<file path="src/hdl/mcc_pkg.sv">
package mcc_pkg;

    localparam int AMOUNT_W  = 10;   // target / count width
    localparam int COIN_REGS = 6;    // denomination registers
    localparam int CFG_IDX_W = 3;
    localparam int CFG_DAT_W = 10;
    localparam int COIN_N_W  = 3;    // holds 0..COIN_REGS

    // register indexes on the configuration port
    localparam logic [CFG_IDX_W-1:0] CFG_COIN_COUNT   = 3'd0;
    localparam logic [CFG_IDX_W-1:0] CFG_COIN_VALUE_0 = 3'd1;
    localparam logic [CFG_IDX_W-1:0] CFG_COIN_VALUE_5 = 3'd6;

    // one table entry: reachable flag over the coin count
    typedef struct packed {
        logic                reach;
        logic [AMOUNT_W-1:0] count;
    } t_entry;

    typedef logic [COIN_REGS-1:0][AMOUNT_W-1:0] t_coin_arr;

endpackage

</file>
<file path="src/hdl/mcc_ctrl.sv">
module mcc_ctrl
    import mcc_pkg::*;
#(
    parameter int MAX_AMOUNT = 1023,
    parameter int AW         = 10
) (
    input  logic                i_clk,
    input  logic                i_rst_n,
    // input transaction
    input  logic                i_in_valid,
    output logic                o_in_ready,
    input  logic [AMOUNT_W-1:0] i_target,
    // result transaction
    output logic                o_out_valid,
    input  logic                i_out_ready,
    output t_entry              o_out,
    // coin set
    input  logic [COIN_N_W-1:0] i_coin_n,
    input  t_coin_arr           i_coin_values,
    // table port
    output logic                o_wr_en,
    output logic [AW-1:0]       o_wr_addr,
    output t_entry              o_wr_data,
    output logic [AW-1:0]       o_rd_addr,
    input  t_entry              i_rd_data
);

    typedef enum logic [1:0] {S_IDLE, S_INIT, S_SCAN, S_DONE} t_state;

    t_state              r_state, n_state;
    logic [AW-1:0]       r_target, n_target;
    logic [AW-1:0]       r_i, n_i;
    logic [COIN_N_W-1:0] r_k, n_k;
    logic                r_pend, n_pend;
    logic                r_found, n_found;
    logic [AMOUNT_W-1:0] r_best, n_best;
    t_entry              r_res, n_res;
    logic                r_out_valid, n_out_valid;
    t_entry              r_out, n_out;

    logic                m_found;
    logic [AMOUNT_W-1:0] m_best;
    logic [AMOUNT_W-1:0] coin_v;
    logic                coin_ok;
    t_entry              new_entry;

    // fold the entry read last cycle into the running minimum
    always_comb begin
        m_found = r_found;
        m_best  = r_best;
        if (r_pend && i_rd_data.reach && (!r_found || i_rd_data.count < r_best)) begin
            m_found = 1'b1;
            m_best  = i_rd_data.count;
        end
    end

    always_comb begin
        coin_v  = i_coin_values[r_k];
        coin_ok = (coin_v != '0) && ({{(AW+AMOUNT_W){1'b0}}, coin_v}
                  <= {{AMOUNT_W{1'b0}}, {AMOUNT_W{1'b0}}, r_i});
        new_entry.reach = m_found;
        new_entry.count = m_found ? m_best + AMOUNT_W'(1) : '0;
    end

    always_comb begin
        n_state     = r_state;
        n_target    = r_target;
        n_i         = r_i;
        n_k         = r_k;
        n_pend      = 1'b0;
        n_found     = r_found;
        n_best      = r_best;
        n_res       = r_res;
        n_out_valid = r_out_valid && !i_out_ready;
        n_out       = r_out;
        o_wr_en     = 1'b0;
        o_wr_addr   = r_i;
        o_wr_data   = new_entry;
        o_rd_addr   = r_i - AW'(coin_v);

        case (r_state)
            S_IDLE: begin
                if (i_in_valid) begin
                    if (32'(i_target) > MAX_AMOUNT) begin
                        n_res   = '0;
                        n_state = S_DONE;
                    end else if (i_target == '0) begin
                        n_res   = '{reach: 1'b1, count: '0};
                        n_state = S_DONE;
                    end else begin
                        n_target = AW'(i_target);
                        n_state  = S_INIT;
                    end
                end
            end
            S_INIT: begin
                // base entry: zero coins make amount zero
                o_wr_en   = 1'b1;
                o_wr_addr = '0;
                o_wr_data = '{reach: 1'b1, count: '0};
                n_i       = AW'(1);
                n_k       = '0;
                n_found   = 1'b0;
                n_state   = S_SCAN;
            end
            S_SCAN: begin
                if (r_k < i_coin_n) begin
                    n_pend  = coin_ok;
                    n_k     = r_k + COIN_N_W'(1);
                    n_found = m_found;
                    n_best  = m_best;
                end else begin
                    o_wr_en = 1'b1;
                    if (r_i == r_target) begin
                        n_res   = new_entry;
                        n_state = S_DONE;
                    end else begin
                        n_i     = r_i + AW'(1);
                        n_k     = '0;
                        n_found = 1'b0;
                    end
                end
            end
            S_DONE: begin
                if (!r_out_valid || i_out_ready) begin
                    n_out_valid = 1'b1;
                    n_out       = r_res;
                    n_state     = S_IDLE;
                end
            end
            default: n_state = S_IDLE;
        endcase
    end

    always_ff @(posedge i_clk) begin
        if (!i_rst_n) begin
            r_state     <= S_IDLE;
            r_out_valid <= 1'b0;
            r_pend      <= 1'b0;
        end else begin
            r_state     <= n_state;
            r_out_valid <= n_out_valid;
            r_pend      <= n_pend;
        end
        r_target <= n_target;
        r_i      <= n_i;
        r_k      <= n_k;
        r_found  <= n_found;
        r_best   <= n_best;
        r_res    <= n_res;
        r_out    <= n_out;
    end

    assign o_in_ready  = (r_state == S_IDLE);
    assign o_out_valid = r_out_valid;
    assign o_out       = r_out;

endmodule

</file>
<file path="config.mk">
export PLATFORM = sky130hd
export DESIGN_NAME = mcc_ctrl
export DESIGN_NICKNAME = d
export VERILOG_FILES = /design/src/hdl/mcc_pkg.sv /design/src/hdl/mcc_ctrl.sv
export SDC_FILE = /design/constraint.sdc
export NUM_CORES = 1
export LEC_CHECK = 0
export CORE_MARGIN = 2
export CORE_UTILIZATION = 45
export CTS_CLUSTER_SIZE = 12
export DETAILED_ROUTE_END_ITERATION = 10
export DONT_BUFFER_PORTS = 1
export PLACE_DENSITY = 0.63
export SKIP_CTS_REPAIR_TIMING = 1
export SLEW_MARGIN = 20
export SYNTH_ARGS = -nofsm -noshare
export SYNTH_HDL_FRONTEND = slang
export SYNTH_SLANG_ARGS = --single-unit
</file>
<file path="constraint.sdc">
create_clock -name i_clk -period 8.1 [get_ports i_clk]
set_input_delay 1.62 -clock i_clk [delete_from_list [all_inputs] [get_ports i_clk]]
set_output_delay 1.62 -clock i_clk [all_outputs]
set_load 0.05 [all_outputs]
</file>
==> impl_metrics.toml, run 1 <==
[clock_tree]
clk_path_buf_depth = 2
cts_root_buf = "clkbuf_8"
cts_sinks = 60
cts_tree = "yes"
htreeDepth = 3
cts.clk_slew.worst_paths_ps = 60
clkLatencyLatePin_ps = 340
numCtsBuffers = 9

[sta]
finalSetupTns_ps = 0
finalCritPeriodShare_pct = 77.7
relSlewSlack_pct = 24.9
worst_slew_pin_slew_ps = 1120
period_needed_ps = 6290
rsz0062_at_grt = "false"
fin_ws_ps = 1810
hold_violations = 0
holdWs_ps = 417
skew_ps = 8.72
setup_viol = 0
fmaxAchievable_mhz = 159
final_max_slew_viol_count = 0

[synthesis]
netlist_instances = 420
synth_seq_cells = 60
synth_area_um2 = 4300
synth_cell_types = 51
syn-mean-instance-area_um2 = 10.2
ys_seq_area_share_pct = 41.0
synthesis.nets = 537
synthFlopType = "edfxtp_1"
yosysWarnings = 0
synth-edff-count = 56
synthArstFlopShare_pct = 0

[floorplan]
start_util_pct = 46.5
dieArea_um2 = 10400
die_w_um = 102
core_area_um2 = 9240
pin_count = 133
rows = 35
die_y_um = 102

[worst_setup_path]
start_kind = "primary input"
crit_path_end_kind = "output pin"
critPathMaxFanout = 9
crit_arrival_ps = 4670
slowest_delay_ps = 680
path_class = "primary input to output pin"
required_ps = 6480
cp_slowest_cell = "nor2_1"
path_cells = "ha_1 > a211o_1 > a21oi_1 > o41ai_1 > a221oi_2 > mux2_2 > ha_1 > nand2_1 > nor2_1 > xnor2_1 > mux2i_1 > nor2_1"

[placed_design]
portBuffers = 0
place_ws_ps = 1780
gp_congestion = 0.866
dp_hpwl_mm = 8.19
dp.cells = 540

[route]
drc = 0
first_pass_iters = 4
totalWireLength_mm = 10.0
via_count = 3038
viasPerCell = 5.46
drt_iter0_drc = 122
ant_nets = 0
wl_per_cell_um = 18.0

[grt]
grt_start_max_net_pins = 28
track_usage_pct = 19.7
antenna_found_initial = 0
overflow = 0
grt_pass1_vias = 3215
grt_pass1_wl_mm = 15.4

[cells_and_area]
drive_above_1_share_pct = 8.90
final_cell_count_no_fill = 556
num_antenna_cells = 0
areaGrowthSynthToFinish_pct = 8.47
nets = 539

[min_path]
hold_class = "flip-flop to flip-flop"

[flow_run]
maxCapViolCount = 0

[run_status]
status = "complete, no violations"
kinds of logic after synthesis:
group                    count (synthesis)  share of synthesized area, %
AO/OA/AOI/OAI                           60                          9.81
XOR/XNOR                                39                          7.95
adder cells (fa/ha/maj)                 29                          8.61
buffers and inverters                   41                          4.25
flip-flops                              60                          41.0
multiplexers                            29                          9.95
AND/OR/NAND/NOR                        162                          18.5
synth_stat cells (all sizes together) (2+ instances only):
cell	instances	share of area, %
or2	2	0.29
a21oi	22	2.6
xor2	10	2.0
edfxtp	56	39
a211o	3	0.61
nand3	18	2.1
a31oi	3	0.79
ha	28	8.1
o21ai	13	1.5
xnor2	29	5.9
nand2	30	2.7
o41ai	3	1.0
a2111oi	2	0.41
nor2b	15	2.2
nor4	9	1.3
o211ai	4	0.70
and2	8	1.2
dfxtp	4	1.9
clkbuf	6	0.52
and3	5	0.73
nand2b	8	1.3
mux4	10	5.5
mux2i	18	4.2
o21a	2	0.35
or3	3	0.44
nor3	8	0.93
nand4	5	0.73
inv	26	2.3
buf	8	1.4
nor2	50	4.4
per-stage QoR:
stage	instance area (µm²)	utilization, %
final	4660	50.5
after global routing	4660	50.5
after CTS	4660	50.5
after detailed placement	4420	47.9
after global placement	4420	47.9
after floorplan	4300	-
sequential cells by signal, summed over array words and instances, names as in the netlist:
register,cells
r_i,10
r_best,10
o_out,11
r_found,1
o_out_valid,1
r_k,3
r_target,10
r_res,11
r_pend,1
r_state,2
layout by cell type (no fill, tap or decap), types with 2 or more instances in the layout:
cell type and n:
a2111oi_0 2, a211o_1 3, a21oi_1 21, a31oi_1 2, and2_1 8, and3_1 5, buf_4 5, bufinv_16 3
clkbuf_8 9, clkinv_2 2, clkinvlp_4 2, dfxtp_1 4, edfxtp_1 56, ha_1 28, inv_1 26, mux2i_1 18
mux4_1 3, mux4_2 7, nand2_1 29, nand2b_1 7, nand3_1 18, nand4_1 5, nor2_1 50, nor2b_1 15
nor3_1 8, nor4_1 9, o211ai_1 4, o21a_1 2, o21ai_0 13, o41ai_1 2, or2_2 2, or3_1 3
xnor2_1 29, xor2_1 10
critical path, delay by kind of cell:
family | cells | cell delay (ps)
AOI/OAI and AO/OA | 4 | 950
and+or+nand+nor | 3 | 840
adders and majority gates | 2 | 590
muxes | 2 | 540
xor gates and xnor gates | 1 | 130
cell type report:
class                   instances  area, µm²
clock buffers                   9        124
clock inverters                 7        115
fillers                       808       4580
flip-flops and latches         60       1760
repair buffers                  5       37.5
inverters                      27        101
multi-input cells             319       2360
well taps                     129        161
metal layers:
| layer | part of all wire (%) | GRT usage, % | vias up |
|---|---|---|---|
| met4 | 2.5 | 7.48 | 0 |
| met2 | 51 | 36.0 | 114 |
| met3 | 7.7 | 5.45 | 17 |
| li1 | - | - | 1524 |
| met5 | 0 | 0 | - |
| met1 | 39 | 21.5 | 1383 |
final timing paths:
check / start / to / slack [ps] / depth (start not counted)
max: i_rd_data[7] / o_wr_data[6] / 1810 / 12
max reg2reg: r_k[0] / r_pend / 4310 / 11
min: r_res[3] / o_out[3] / 420 / 0
min reg2reg: r_res[3] / o_out[3] / 420 / 0
Power of run 1 is not shown: default switching activity piles up to over one toggle a cycle in this logic, so the estimate is an artifact.
==> run 2, diff against run 1 <==
ABC_AREA = 1   (was not set)
clock period = 6.4 ns   (was 8.1 ns; I/O delays follow)
==> impl_metrics.toml, run 2 <==
[grt]
grt_pass1_vias = 3319
antenna_found_initial = 0
grt-busiest-layer = "met2"
use_met2_pct = 33.0
overflow = 0
track_usage_pct = 19.5
use_met1_pct = 24.4
grt_pass1_wl_mm = 15.8
grt_use_met3_pct = 4.17
grt_start_max_net_pins = 34

[synthesis]
synth_top_cell_area_share_pct = 39.0
synth-edff-count = 56
synth_common_cells = "nor2_1 (88), nand2_1 (83), inv_1 (77)"
synthesis.nets = 659
synthArstFlopShare_pct = 0
synth_area_um2 = 4310
syn-mean-instance-area_um2 = 7.95
synth.largest_area_cell = "edfxtp_1"
synth_cell_types = 43
synth_seq_cells = 60
synthFlopType = "edfxtp_1"
ys_seq_area_share_pct = 40.9
synth_most_common_cell = "nor2_1"
ys_top_cells_by_area = "edfxtp_1 (39%), ha_1 (8.1%), nor2_1 (7.7%)"
yosysWarnings = 0
netlist_instances = 542

[sta]
finalCritPeriodShare_pct = 80.7
skew_ps = 9.75
finalSetupTns_ps = 0
fmaxAchievable_mhz = 194
worst_slew_pin_slew_ps = 1110
hold_violations = 0
final_max_slew_viol_count = 0
relSlewSlack_pct = 25.6
setup_viol = 0
rsz0062_at_grt = "false"
period_needed_ps = 5170

[worst_setup_path]
path_cells = "buf_4 > inv_1 > o21ai_0 > o22ai_1 > nand2_1 > nand2_1 > inv_1 > ha_1 > nand2_1 > o21ai_0 > nand3_1 > nand2_1 > a21oi_1 > o21ai_0 > nand2_1 > nand2_1 > nand2_1 > nand2_1 > xor2_1 > buf_4"
crit_arrival_ps = 3890
crit_path_end_kind = "output pin"
startpoint = "r_k[0]"
critPathMaxFanout = 33
start_kind = "flip-flop"
cp_common_cell = "nand2_1"
r2r-start = "r_k[0]"
path_class = "flip-flop to output pin"
slowest_delay_ps = 590
cp_slowest_cell = "inv_1"
required_ps = 5120

[cells_and_area]
drive_above_1_share_pct = 10.2
num_antenna_cells = 0
areaGrowthSynthToFinish_pct = 7.90
layout.cells.most_common = "nor2_1"
nets = 661
fillCellCount = 930
final_cell_mix = "nor2_1 (88), nand2_1 (83), inv_1 (77), edfxtp_1 (56), o21ai_0 (44)"

[clock_tree]
numCtsBuffers = 9
clk_path_buf_depth = 2
cts_tree = "yes"
cts.clk_slew.worst_paths_ps = 70
clkLatencyLatePin_ps = 330
cts_root_buf = "clkbuf_8"
htreeDepth = 3
cts_sinks = 60

[min_path]
hold_class = "flip-flop to flip-flop"
min_from = "r_res[3]"

[floorplan]
pin_count = 133
die_y_um = 102
core_area_um2 = 9280
dieArea_um2 = 10400
die_w_um = 102
rows = 35
start_util_pct = 46.4

[route]
ant_nets = 0
via_count = 3563
drt_iter0_drc = 164
viasPerCell = 5.26
drc = 0
totalWireLength_mm = 9.95
first_pass_iters = 4
wl_per_cell_um = 14.7

[placed_design]
dp_hpwl_mm = 7.88
gp_congestion = 0.855
portBuffers = 0

[flow_run]
maxCapViolCount = 0

[run_status]
status = "complete, no violations"
run 2: cell types whose count changed in the layout (fill, tap and decap cells not counted), sizes merged, moves of 12 or more:
cell	previous run	this run
nor2	50	92
nand3	18	30
o21ai	13	47
inv	26	82
xnor2	29	4
nor2b	15	0
nand2	30	102
mux2i	18	0
run 2: layer usage:
metal	vias to the layer above	wire length (µm)
met2	110	4920
met3	15	582
met1	1631	4240
li1	1807	-
met4	0	206
met5	-	0
run 2: layout make-up:
cell class | count | area (µm²) | area share [%]
Timing Repair Buffer | 7 | 52.6 | 1.13
Clock inverter | 7 | 75.1 | 1.62
Tap cell | 129 | 161 | 3.47
Sequential cell | 60 | 1760 | 37.9
Multi-Input combinational cell | 384 | 2170 | 46.6
Clock buffer | 9 | 124 | 2.66
Inverter | 82 | 308 | 6.62
run 2: cells by family after synthesis:
group | count (synthesis) | synth area share (%)
AND/OR/NAND/NOR | 254 | 27.3
buffers and inverters | 98 | 8.95
AO/OA/AOI/OAI | 88 | 11.6
flip-flops | 60 | 40.9
adder cells (fa/ha/maj) | 29 | 8.60
XOR/XNOR | 13 | 2.64
run 2: critical path: cells and delay by family, from the launching register on:
family | cells | cell delay [ps]
flip-flops | 1 | 360
XOR/XNOR | 1 | 140
adder cells (fa/ha/maj) | 1 | 280
AND/OR/NAND/NOR | 9 | 760
AO/OA/AOI/OAI | 5 | 890
buffers and inverters | 4 | 1100
run 2: worst paths after layout:
check | to | slack [ps] | depth (start not counted)
setup / recovery | o_rd_addr[9] | 1230 | 20
hold / removal | o_out[3] | 420 | 0
setup reg to reg | r_pend | 3350 | 13
hold reg to reg | o_out[3] | 420 | 0
run 2: stage by stage:
| stage | setup slack (ps) | util, % | area [µm²] | hold slack [ps] | std cells |
|---|---|---|---|---|---|
| 2_1_floorplan | 1320 | - | 4310 | 400 | 542 |
| 3_3_place_gp | 1420 | 47.9 | 4450 | 401 | 662 |
| 3_5_place_dp | 1310 | 47.9 | 4450 | 405 | 662 |
| 4_1_cts | 1190 | 50.1 | 4650 | 424 | 678 |
| 5_1_grt | 785 | 50.1 | 4650 | 429 | 678 |
| 6_report | 1230 | 50.1 | 4650 | 419 | 678 |
Power of run 2 is left out for the same reason.
